`src/design/ffha_pkg.sv`:
```
`default_nettype none
package ffha_pkg;

  localparam int HEADER_BYTES = 12;
  localparam int ALIGN_BYTES = 8;
  localparam int ALIGN_SHIFT = $clog2(ALIGN_BYTES);

  // Every block start is a multiple of the largest power of two that divides
  // both the header size and the alignment, so the header store is indexed
  // in units of that granule.
  localparam int GRAN_BITS = HEADER_BYTES | ALIGN_BYTES;
  localparam int GRAN = GRAN_BITS & (-GRAN_BITS);
  localparam int GRAN_SHIFT = $clog2(GRAN);

  localparam logic [1:0] CMD_INIT = 2'd0;
  localparam logic [1:0] CMD_ALLOC = 2'd1;
  localparam logic [1:0] CMD_FREE = 2'd2;

  localparam logic [0:0] CFG_HEAP_BASE = 1'b0;
  localparam logic [0:0] CFG_HEAP_BYTES = 1'b1;

  typedef struct packed {
    logic [1:0] command;
    logic [15:0] request_bytes;
    logic [31:0] address;
  } in_item_t;

  typedef struct packed {
    logic [31:0] result_address;
    logic status;
  } out_item_t;

  typedef struct packed {
    logic re;
    logic size_we;
    logic free_we;
  } mem_ctl_t;

endpackage
`default_nettype wire

```
`src/design/ffha_engine.sv`:
```
`default_nettype none
module ffha_engine #(
  parameter int HEAP_BYTES = 65536
) (
  input wire logic clk,
  input wire logic rst_n,
  input wire logic [31:0] heap_base,
  input wire logic [16:0] heap_bytes,
  input wire logic cmd_valid,
  input wire ffha_pkg::in_item_t cmd,
  output logic busy,
  output logic res_valid,
  output ffha_pkg::out_item_t res,
  input wire logic res_take,
  output ffha_pkg::mem_ctl_t mem_ctl,
  output logic [$clog2((HEAP_BYTES + ffha_pkg::GRAN - 1) / ffha_pkg::GRAN)-1:0] mem_raddr,
  output logic [$clog2((HEAP_BYTES + ffha_pkg::GRAN - 1) / ffha_pkg::GRAN)-1:0] mem_waddr,
  output logic [$clog2(HEAP_BYTES + 1)-1:0] mem_wsize,
  output logic mem_wfree,
  input wire logic [$clog2(HEAP_BYTES + 1)-1:0] rd_size,
  input wire logic rd_free
);

  localparam int DEPTH = (HEAP_BYTES + ffha_pkg::GRAN - 1) / ffha_pkg::GRAN;
  localparam int IDX_W = $clog2(DEPTH);
  localparam int OFF_W = $clog2(HEAP_BYTES + 1);
  localparam int AW = ((OFF_W > 17) ? OFF_W : 17) + 2;
  localparam int GSH = ffha_pkg::GRAN_SHIFT;
  localparam int HDR = ffha_pkg::HEADER_BYTES;
  localparam int ALN = ffha_pkg::ALIGN_BYTES;

  typedef enum logic [6:0] {
    ST_IDLE   = 7'b0000001,
    ST_ACHK   = 7'b0000010,
    ST_ATAKE  = 7'b0000100,
    ST_FSTART = 7'b0001000,
    ST_FCUR   = 7'b0010000,
    ST_FNXT   = 7'b0100000,
    ST_DONE   = 7'b1000000
  } state_t;

  state_t state_r, state_nxt;
  logic ready_r, ready_nxt;
  logic [31:0] abase_r, abase_nxt;
  logic [OFF_W-1:0] ue_r, ue_nxt;
  logic [OFF_W-1:0] off_r, off_nxt;
  logic [16:0] need_r, need_nxt;
  logic split_r, split_nxt;
  logic [OFF_W-1:0] cur_r, cur_nxt;
  logic [OFF_W-1:0] cur_size_r, cur_size_nxt;
  logic cur_free_r, cur_free_nxt;
  logic [OFF_W-1:0] nxt_r, nxt_nxt;
  logic [31:0] res_addr_r, res_addr_nxt;
  logic res_fail_r, res_fail_nxt;

  logic [32:0] base33, bytes33, abase33, pad33;
  logic init_rej;
  logic [OFF_W-1:0] ue_init;
  logic [16:0] need_init;
  logic [32:0] addr33, lo33, off33;
  logic free_bad;
  logic [AW-1:0] sz_a, off_a, need_a, ue_a, nb_a, end_a, f1_a, n2_a, merge_a;
  logic fit, do_split;

  always_comb begin
    base33 = {1'b0, heap_base};
    bytes33 = {16'd0, heap_bytes};
    abase33 = (base33 + 33'(ALN - 1)) & ~33'(ALN - 1);
    pad33 = abase33 - base33;
    init_rej = (heap_base == 32'd0) || (bytes33 <= 33'(HDR + ALN)) ||
               (bytes33 > 33'(HEAP_BYTES)) || (base33 + bytes33 > 33'h1_0000_0000) ||
               (pad33 + 33'(HDR) > bytes33);
    ue_init = OFF_W'(bytes33 - pad33);
    need_init = (({1'b0, cmd.request_bytes} + 17'(ALN - 1)) >> ffha_pkg::ALIGN_SHIFT)
                << ffha_pkg::ALIGN_SHIFT;
    addr33 = {1'b0, cmd.address};
    lo33 = {1'b0, abase_r} + 33'(HDR);
    off33 = addr33 - lo33;
    free_bad = !ready_r || (addr33 < lo33) || (off33 + 33'(HDR) > 33'(ue_r));
    sz_a = AW'(rd_size);
    off_a = AW'(off_r);
    need_a = AW'(need_r);
    ue_a = AW'(ue_r);
    fit = rd_free && (sz_a >= need_a);
    nb_a = off_a + AW'(HDR) + need_a;
    do_split = (sz_a >= need_a + AW'(HDR + ALN)) && (nb_a < ue_a);
    end_a = off_a + AW'(HDR) + sz_a;
    f1_a = AW'(HDR) + sz_a;
    n2_a = AW'(nxt_r) + AW'(HDR) + sz_a;
    merge_a = AW'(cur_size_r) + AW'(HDR) + sz_a;
  end

  always_comb begin
    state_nxt = state_r;
    ready_nxt = ready_r;
    abase_nxt = abase_r;
    ue_nxt = ue_r;
    off_nxt = off_r;
    need_nxt = need_r;
    split_nxt = split_r;
    cur_nxt = cur_r;
    cur_size_nxt = cur_size_r;
    cur_free_nxt = cur_free_r;
    nxt_nxt = nxt_r;
    res_addr_nxt = res_addr_r;
    res_fail_nxt = res_fail_r;
    mem_ctl = '0;
    mem_raddr = '0;
    mem_waddr = '0;
    mem_wsize = '0;
    mem_wfree = 1'b0;
    unique case (state_r)
      ST_IDLE: begin
        if (cmd_valid) begin
          res_addr_nxt = 32'd0;
          res_fail_nxt = 1'b1;
          state_nxt = ST_DONE;
          case (cmd.command)
            ffha_pkg::CMD_INIT: begin
              if (!init_rej) begin
                ready_nxt = 1'b1;
                abase_nxt = abase33[31:0];
                ue_nxt = ue_init;
                mem_ctl.size_we = 1'b1;
                mem_ctl.free_we = 1'b1;
                mem_wsize = ue_init - OFF_W'(HDR);
                mem_wfree = 1'b1;
                res_fail_nxt = 1'b0;
              end
            end
            ffha_pkg::CMD_ALLOC: begin
              if (ready_r && (cmd.request_bytes != 16'd0)) begin
                need_nxt = need_init;
                off_nxt = '0;
                mem_ctl.re = 1'b1;
                state_nxt = ST_ACHK;
              end
            end
            ffha_pkg::CMD_FREE: begin
              if (cmd.address == 32'd0) begin
                res_fail_nxt = 1'b0;
              end else if (!free_bad) begin
                mem_ctl.free_we = 1'b1;
                mem_waddr = off33[IDX_W+GSH-1:GSH];
                mem_wfree = 1'b1;
                state_nxt = ST_FSTART;
              end
            end
            default: begin
              state_nxt = ST_DONE;
            end
          endcase
        end
      end
      ST_ACHK: begin
        if (fit) begin
          split_nxt = do_split;
          if (do_split) begin
            mem_ctl.size_we = 1'b1;
            mem_ctl.free_we = 1'b1;
            mem_waddr = nb_a[IDX_W+GSH-1:GSH];
            mem_wsize = OFF_W'(sz_a - need_a - AW'(HDR));
            mem_wfree = 1'b1;
          end
          state_nxt = ST_ATAKE;
        end else if (end_a >= ue_a) begin
          state_nxt = ST_DONE;
        end else begin
          off_nxt = OFF_W'(end_a);
          mem_ctl.re = 1'b1;
          mem_raddr = end_a[IDX_W+GSH-1:GSH];
        end
      end
      ST_ATAKE: begin
        mem_ctl.size_we = split_r;
        mem_ctl.free_we = 1'b1;
        mem_waddr = off_r[IDX_W+GSH-1:GSH];
        mem_wsize = OFF_W'(need_a);
        mem_wfree = 1'b0;
        res_addr_nxt = abase_r + 32'(off_r) + 32'(HDR);
        res_fail_nxt = 1'b0;
        state_nxt = ST_DONE;
      end
      ST_FSTART: begin
        mem_ctl.re = 1'b1;
        state_nxt = ST_FCUR;
      end
      ST_FCUR: begin
        cur_nxt = '0;
        cur_size_nxt = rd_size;
        cur_free_nxt = rd_free;
        if (f1_a >= ue_a) begin
          res_fail_nxt = 1'b0;
          state_nxt = ST_DONE;
        end else begin
          nxt_nxt = OFF_W'(f1_a);
          mem_ctl.re = 1'b1;
          mem_raddr = f1_a[IDX_W+GSH-1:GSH];
          state_nxt = ST_FNXT;
        end
      end
      ST_FNXT: begin
        if (cur_free_r && rd_free) begin
          mem_ctl.size_we = 1'b1;
          mem_waddr = cur_r[IDX_W+GSH-1:GSH];
          mem_wsize = OFF_W'(merge_a);
          cur_size_nxt = OFF_W'(merge_a);
        end else begin
          cur_nxt = nxt_r;
          cur_size_nxt = rd_size;
          cur_free_nxt = rd_free;
        end
        if (n2_a >= ue_a) begin
          res_fail_nxt = 1'b0;
          state_nxt = ST_DONE;
        end else begin
          nxt_nxt = OFF_W'(n2_a);
          mem_ctl.re = 1'b1;
          mem_raddr = n2_a[IDX_W+GSH-1:GSH];
        end
      end
      ST_DONE: begin
        if (res_take) begin
          state_nxt = ST_IDLE;
        end
      end
      default: begin
        state_nxt = ST_IDLE;
      end
    endcase
  end

  always_ff @(posedge clk) begin
    if (!rst_n) begin
      state_r <= ST_IDLE;
      ready_r <= 1'b0;
      abase_r <= 32'd0;
      ue_r <= '0;
    end else begin
      state_r <= state_nxt;
      ready_r <= ready_nxt;
      abase_r <= abase_nxt;
      ue_r <= ue_nxt;
    end
  end

  always_ff @(posedge clk) begin
    off_r <= off_nxt;
    need_r <= need_nxt;
    split_r <= split_nxt;
    cur_r <= cur_nxt;
    cur_size_r <= cur_size_nxt;
    cur_free_r <= cur_free_nxt;
    nxt_r <= nxt_nxt;
    res_addr_r <= res_addr_nxt;
    res_fail_r <= res_fail_nxt;
  end

  assign busy = (state_r != ST_IDLE);
  assign res_valid = (state_r == ST_DONE);
  assign res.result_address = res_addr_r;
  assign res.status = res_fail_r;

endmodule
`default_nettype wire

```
`config.mk`:
```
export PLATFORM = sky130hd
export DESIGN_NAME = ffha_engine
export DESIGN_NICKNAME = d
export VERILOG_FILES = /design/src/design/ffha_pkg.sv /design/src/design/ffha_engine.sv
export SDC_FILE = /design/constraint.sdc
export NUM_CORES = 1
export LEC_CHECK = 0
export BUFFER_PORTS_ARGS = -buffer_cell sky130_fd_sc_hd__clkbuf_2
export CORE_MARGIN = 2
export CORE_UTILIZATION = 42
export DETAILED_ROUTE_END_ITERATION = 10
export PLACE_DENSITY = 0.58
export SLEW_MARGIN = 0
export SYNTH_ARGS = -nofsm -noshare
export SYNTH_HDL_FRONTEND = slang
export SYNTH_SLANG_ARGS = --single-unit
```
`constraint.sdc`:
```
create_clock -name clk -period 8.6 [get_ports clk]
set_input_delay 0.86 -clock clk [delete_from_list [all_inputs] [get_ports clk]]
set_output_delay 0.86 -clock clk [all_outputs]
set_load 0.1 [all_outputs]
```
==> results_dict.tcl <==
set metrics [dict create \
    postSynthCellCount 3133 \
    drtPass1Iterations 5 \
    detail_route.wirelength_um 96650 \
    path_clk_slew_ns 0.08 \
    synthTopCellsByArea "ha_1 19%, edfxtp_1 14%, xnor2_1 7.2%" \
    internal_power_mw 1.766 \
    drc 0 \
    clock_latency_ns 0.51 \
    swShare_pct 41.96 \
    worstPathMaxFanout 17 \
    placed_cells 4074 \
    max_slew.worst_pin.slew_ns 1.127 \
    synthDistinctLibCells 96 \
    cp.arrival_ns 7.41 \
    cts_tree "done" \
    fin_setup_tns_ns 0 \
    viasPerCell 6.130 \
    timing.final.crit_share_pct 96.13 \
    area_growth_pct 14.96 \
    post-route-worst-setup-slack_ns 0.3329 \
    syn_area_um2 24780 \
    antenna_found_initial 4 \
    grt_pass1_vias 23670 \
    pwr-share-comb_pct 43.4 \
    maxSlewHeadroom_pct 22.90 \
    vdd.ir_drop.worst_uv 130.0 \
    finalCriticalPeriod_ns 8.267 \
    finalPower_mw 3.043 \
    ant_nets 0 \
    wire_per_inst_um 23.44 \
    p_seq_share_pct 29.0 \
    port-buffer-count 204 \
    pwr-share-clk_pct 27.5 \
    status "complete, no violations" \
    crit_type "flip-flop to output pin" \
    yosysTopAreaCell "ha_1" \
    drive_gt1_share_pct 12.42 \
    grt_start_max_net_pins 48 \
    ys_warn_count 0 \
    grt_pass1_wl_um 143900 \
    synth-seq-cells 168 \
    cts_num_sinks 168 \
    stdcell_count 4123 \
    synth_seq_area_share_pct 18.17 \
    p_leak_nw 12.10 \
    die_w_um 246.9 \
    synth_top_cell_area_share_pct 19.29 \
    finClkSkew_ns 0.01898 \
    synth_nets 3644 \
    drt-initial-drc-count 2502 \
    hold_buffers 0 \
    die-area_um2 60970 \
    crit_chain "buf_4, ha_1, nand3_1, xor2_1, ha_1, and3_1, a311oi_1, xnor2_1, or3_1, nor4_4, xnor2_1, ha_1, nand4_1, nor3_1, nand4_1, a211o_1, a21oi_1, o2111ai_1, a2111oi_2, nand4_1, buf_4, o221ai_1, buf_12" \
    hold_slack_ns 0.5622 \
    track_usage_pct 31.28 \
    finalNetCount 3847 \
    power_density_nw_per_um2 106.8 \
    routabilityCongestion 0.9628 \
    syn_avg_cell_area_um2 7.911 \
    grt_overflow 0 \
    cts-root-buf "clkbuf_16" \
    hold_viol 0 \
    io_pins 205 \
    async_flop_share_pct 0 \
    htreeDepth 4 \
    vias 25270 \
    clock.fmax_mhz 121.0 \
    clock_path_buffers 2 \
    cap_violations 0 \
    die_y_um 246.9 \
    coreArea_um2 58690 \
    synthFlopType "edfxtp_1" \
    synth_edf_count 114 \
    dpl_worst_slack_ns -0.1831 \
    switchingPower_mw 1.277 \
    startpoint_type "flip-flop" \
    required_ns 7.74 \
    end_kind "output pin" \
    numCtsBuffers 17 \
    dpl.hpwl_um 79130 \
    setup_viol 0 \
    slew_viol_final 0 \
    crit_slowest_cell "a2111oi_2" \
    min_path_type "flip-flop to flip-flop" \
    cp_slowest_stage_delay_ns 0.53 \
    num_rows 89 \
    initial_core_util_pct 42.23 \
]
==> final timing paths <==
| check | start | endpoint | slack (ns) | depth (start not counted) |
|---|---|---|---|---|
| worst min register to register | nxt_r[6] | cur_r[6] | 0.56 | 1 |
| worst max-delay path | abase_r[3] | mem_waddr[2] | 0.33 | 23 |
| worst min-delay path | nxt_r[6] | cur_r[6] | 0.56 | 1 |
| worst max register to register | abase_r[3] | state_r[6] | 2.06 | 21 |
==> cell families (layout without fill, tap and decap cells) <==
| family | after synthesis | count (layout) | share of synthesized area, % |
|---|---|---|---|
| multiplexers | 28 | 28 | 1.181 |
| AO/OA/AOI/OAI | 876 | 876 | 23.81 |
| other | 0 | 1 | 0 |
| buffers and inverters | 383 | 599 | 6.093 |
| XOR/XNOR | 303 | 303 | 10.71 |
| flip-flops | 168 | 168 | 18.17 |
| AND/OR/NAND/NOR | 985 | 985 | 20.10 |
| adder cells (fa/ha/maj) | 390 | 390 | 19.93 |
==> critical path: cells and delay by family, from the launching register on <==
family | cells | cell delay, ns
flip-flops | 1 | 0.51
adder cells (fa/ha/maj) | 3 | 0.94
XOR/XNOR | 3 | 0.70
buffers and inverters | 3 | 0.70
AO/OA/AOI/OAI | 6 | 1.99
AND/OR/NAND/NOR | 8 | 2.02
==> cells in the mapped netlist, drive strengths merged, types with 10 or more instances <==
cell / instances
xnor2: 203
or4: 10
and2: 39
edfxtp: 114
a41o: 12
buf: 27
a21o: 95
mux2i: 18
a31oi: 53
o221ai: 13
nand4: 57
nand2b: 27
inv: 285
clkbuf: 70
and3: 37
o21ai: 188
o2111ai: 11
a21boi: 20
a211oi: 70
o21a: 36
a2111oi: 17
nor2: 251
nand2: 207
dfxtp: 54
xor2: 100
or3: 35
a22o: 10
a21oi: 192
o22ai: 10
nor3: 82
nor4: 56
o21bai: 22
nor2b: 32
o211ai: 21
ha: 382
and4: 12
nand3: 96
mux2: 10
or2: 15
==> metrics by stage <==
stage,cell area [um2],utilization (%)
after floorplan,24900,-
after CTS,28210,48.07
after global placement,27570,46.98
final,28490,48.55
after global routing,28490,48.54
after detailed placement,27570,46.98
==> registers in the layout, summed over array words and instances (netlist names) <==
register	flops
nxt_r	17
cur_size_r	17
split_r	1
off_r	17
cur_free_r	1
ready_r	1
ue_r	17
res_addr_r	32
state_r	7
need_r	14
abase_r	29
cur_r	14
res_fail_r	1
==> final cells by class <==
class                   count  area (um2)
multi-input cells        2582       19090
well taps                 773       967.2
flip-flops and latches    168        4504
repair buffers            281        2252
clock buffers              19       475.5
inverters                 286        1074
fillers                  5737       30190
diodes                      1       2.502
clock inverters            13       125.1
==> placed cells by master (no fill, tap or decap), types with 92 or more instances in the layout <==
cell type | Yosys | final
xor2_1 | 100 | 99
nor2_1 | 249 | 247
o21ai_0 | 166 | 161
nand2_1 | 207 | 207
ha_1 | 382 | 381
edfxtp_1 | 114 | 114
a21oi_1 | 190 | 188
a21o_1 | 95 | 95
inv_1 | 283 | 282
xnor2_1 | 203 | 196
clkbuf_2 | 0 | 160
nand3_1 | 94 | 92
==> power groups by stage <==
| stage | logic (mW) | clock network (mW) | registers, mW |
|---|---|---|---|
| after global routing | 1.43 | 0.874 | 0.884 |
| after global placement | 1.25 | 0 | 0.901 |
| after floorplan | 0.798 | 0 | 1.00 |
| after detailed placement | 1.26 | 0 | 0.901 |
| final | 1.32 | 0.838 | 0.883 |
| after CTS | 1.28 | 0.852 | 0.883 |
==> layer usage <==
metal / GRT usage, % / vias to the layer above / part of all wire, %
li1: - / 11950 / -
met1: 45.48 / 12110 / 46
met2: 46.47 / 1081 / 42
met3: 5.785 / 126 / 9.4
met4: 9.337 / 4 / 2.8
met5: 0 / - / 0.028
==> repair_timing <==
item / 4_1_cts / 5_1_grt
endpoints found under the hold margin: 0 / 0
endpoints found under the setup margin: 8 / 34
gates resized for setup: 4 / 32
cloned: 0 / 0
pin swaps: 3 / 12
setup buffers: 1 / 15
(Power assumes the default switching activity.)
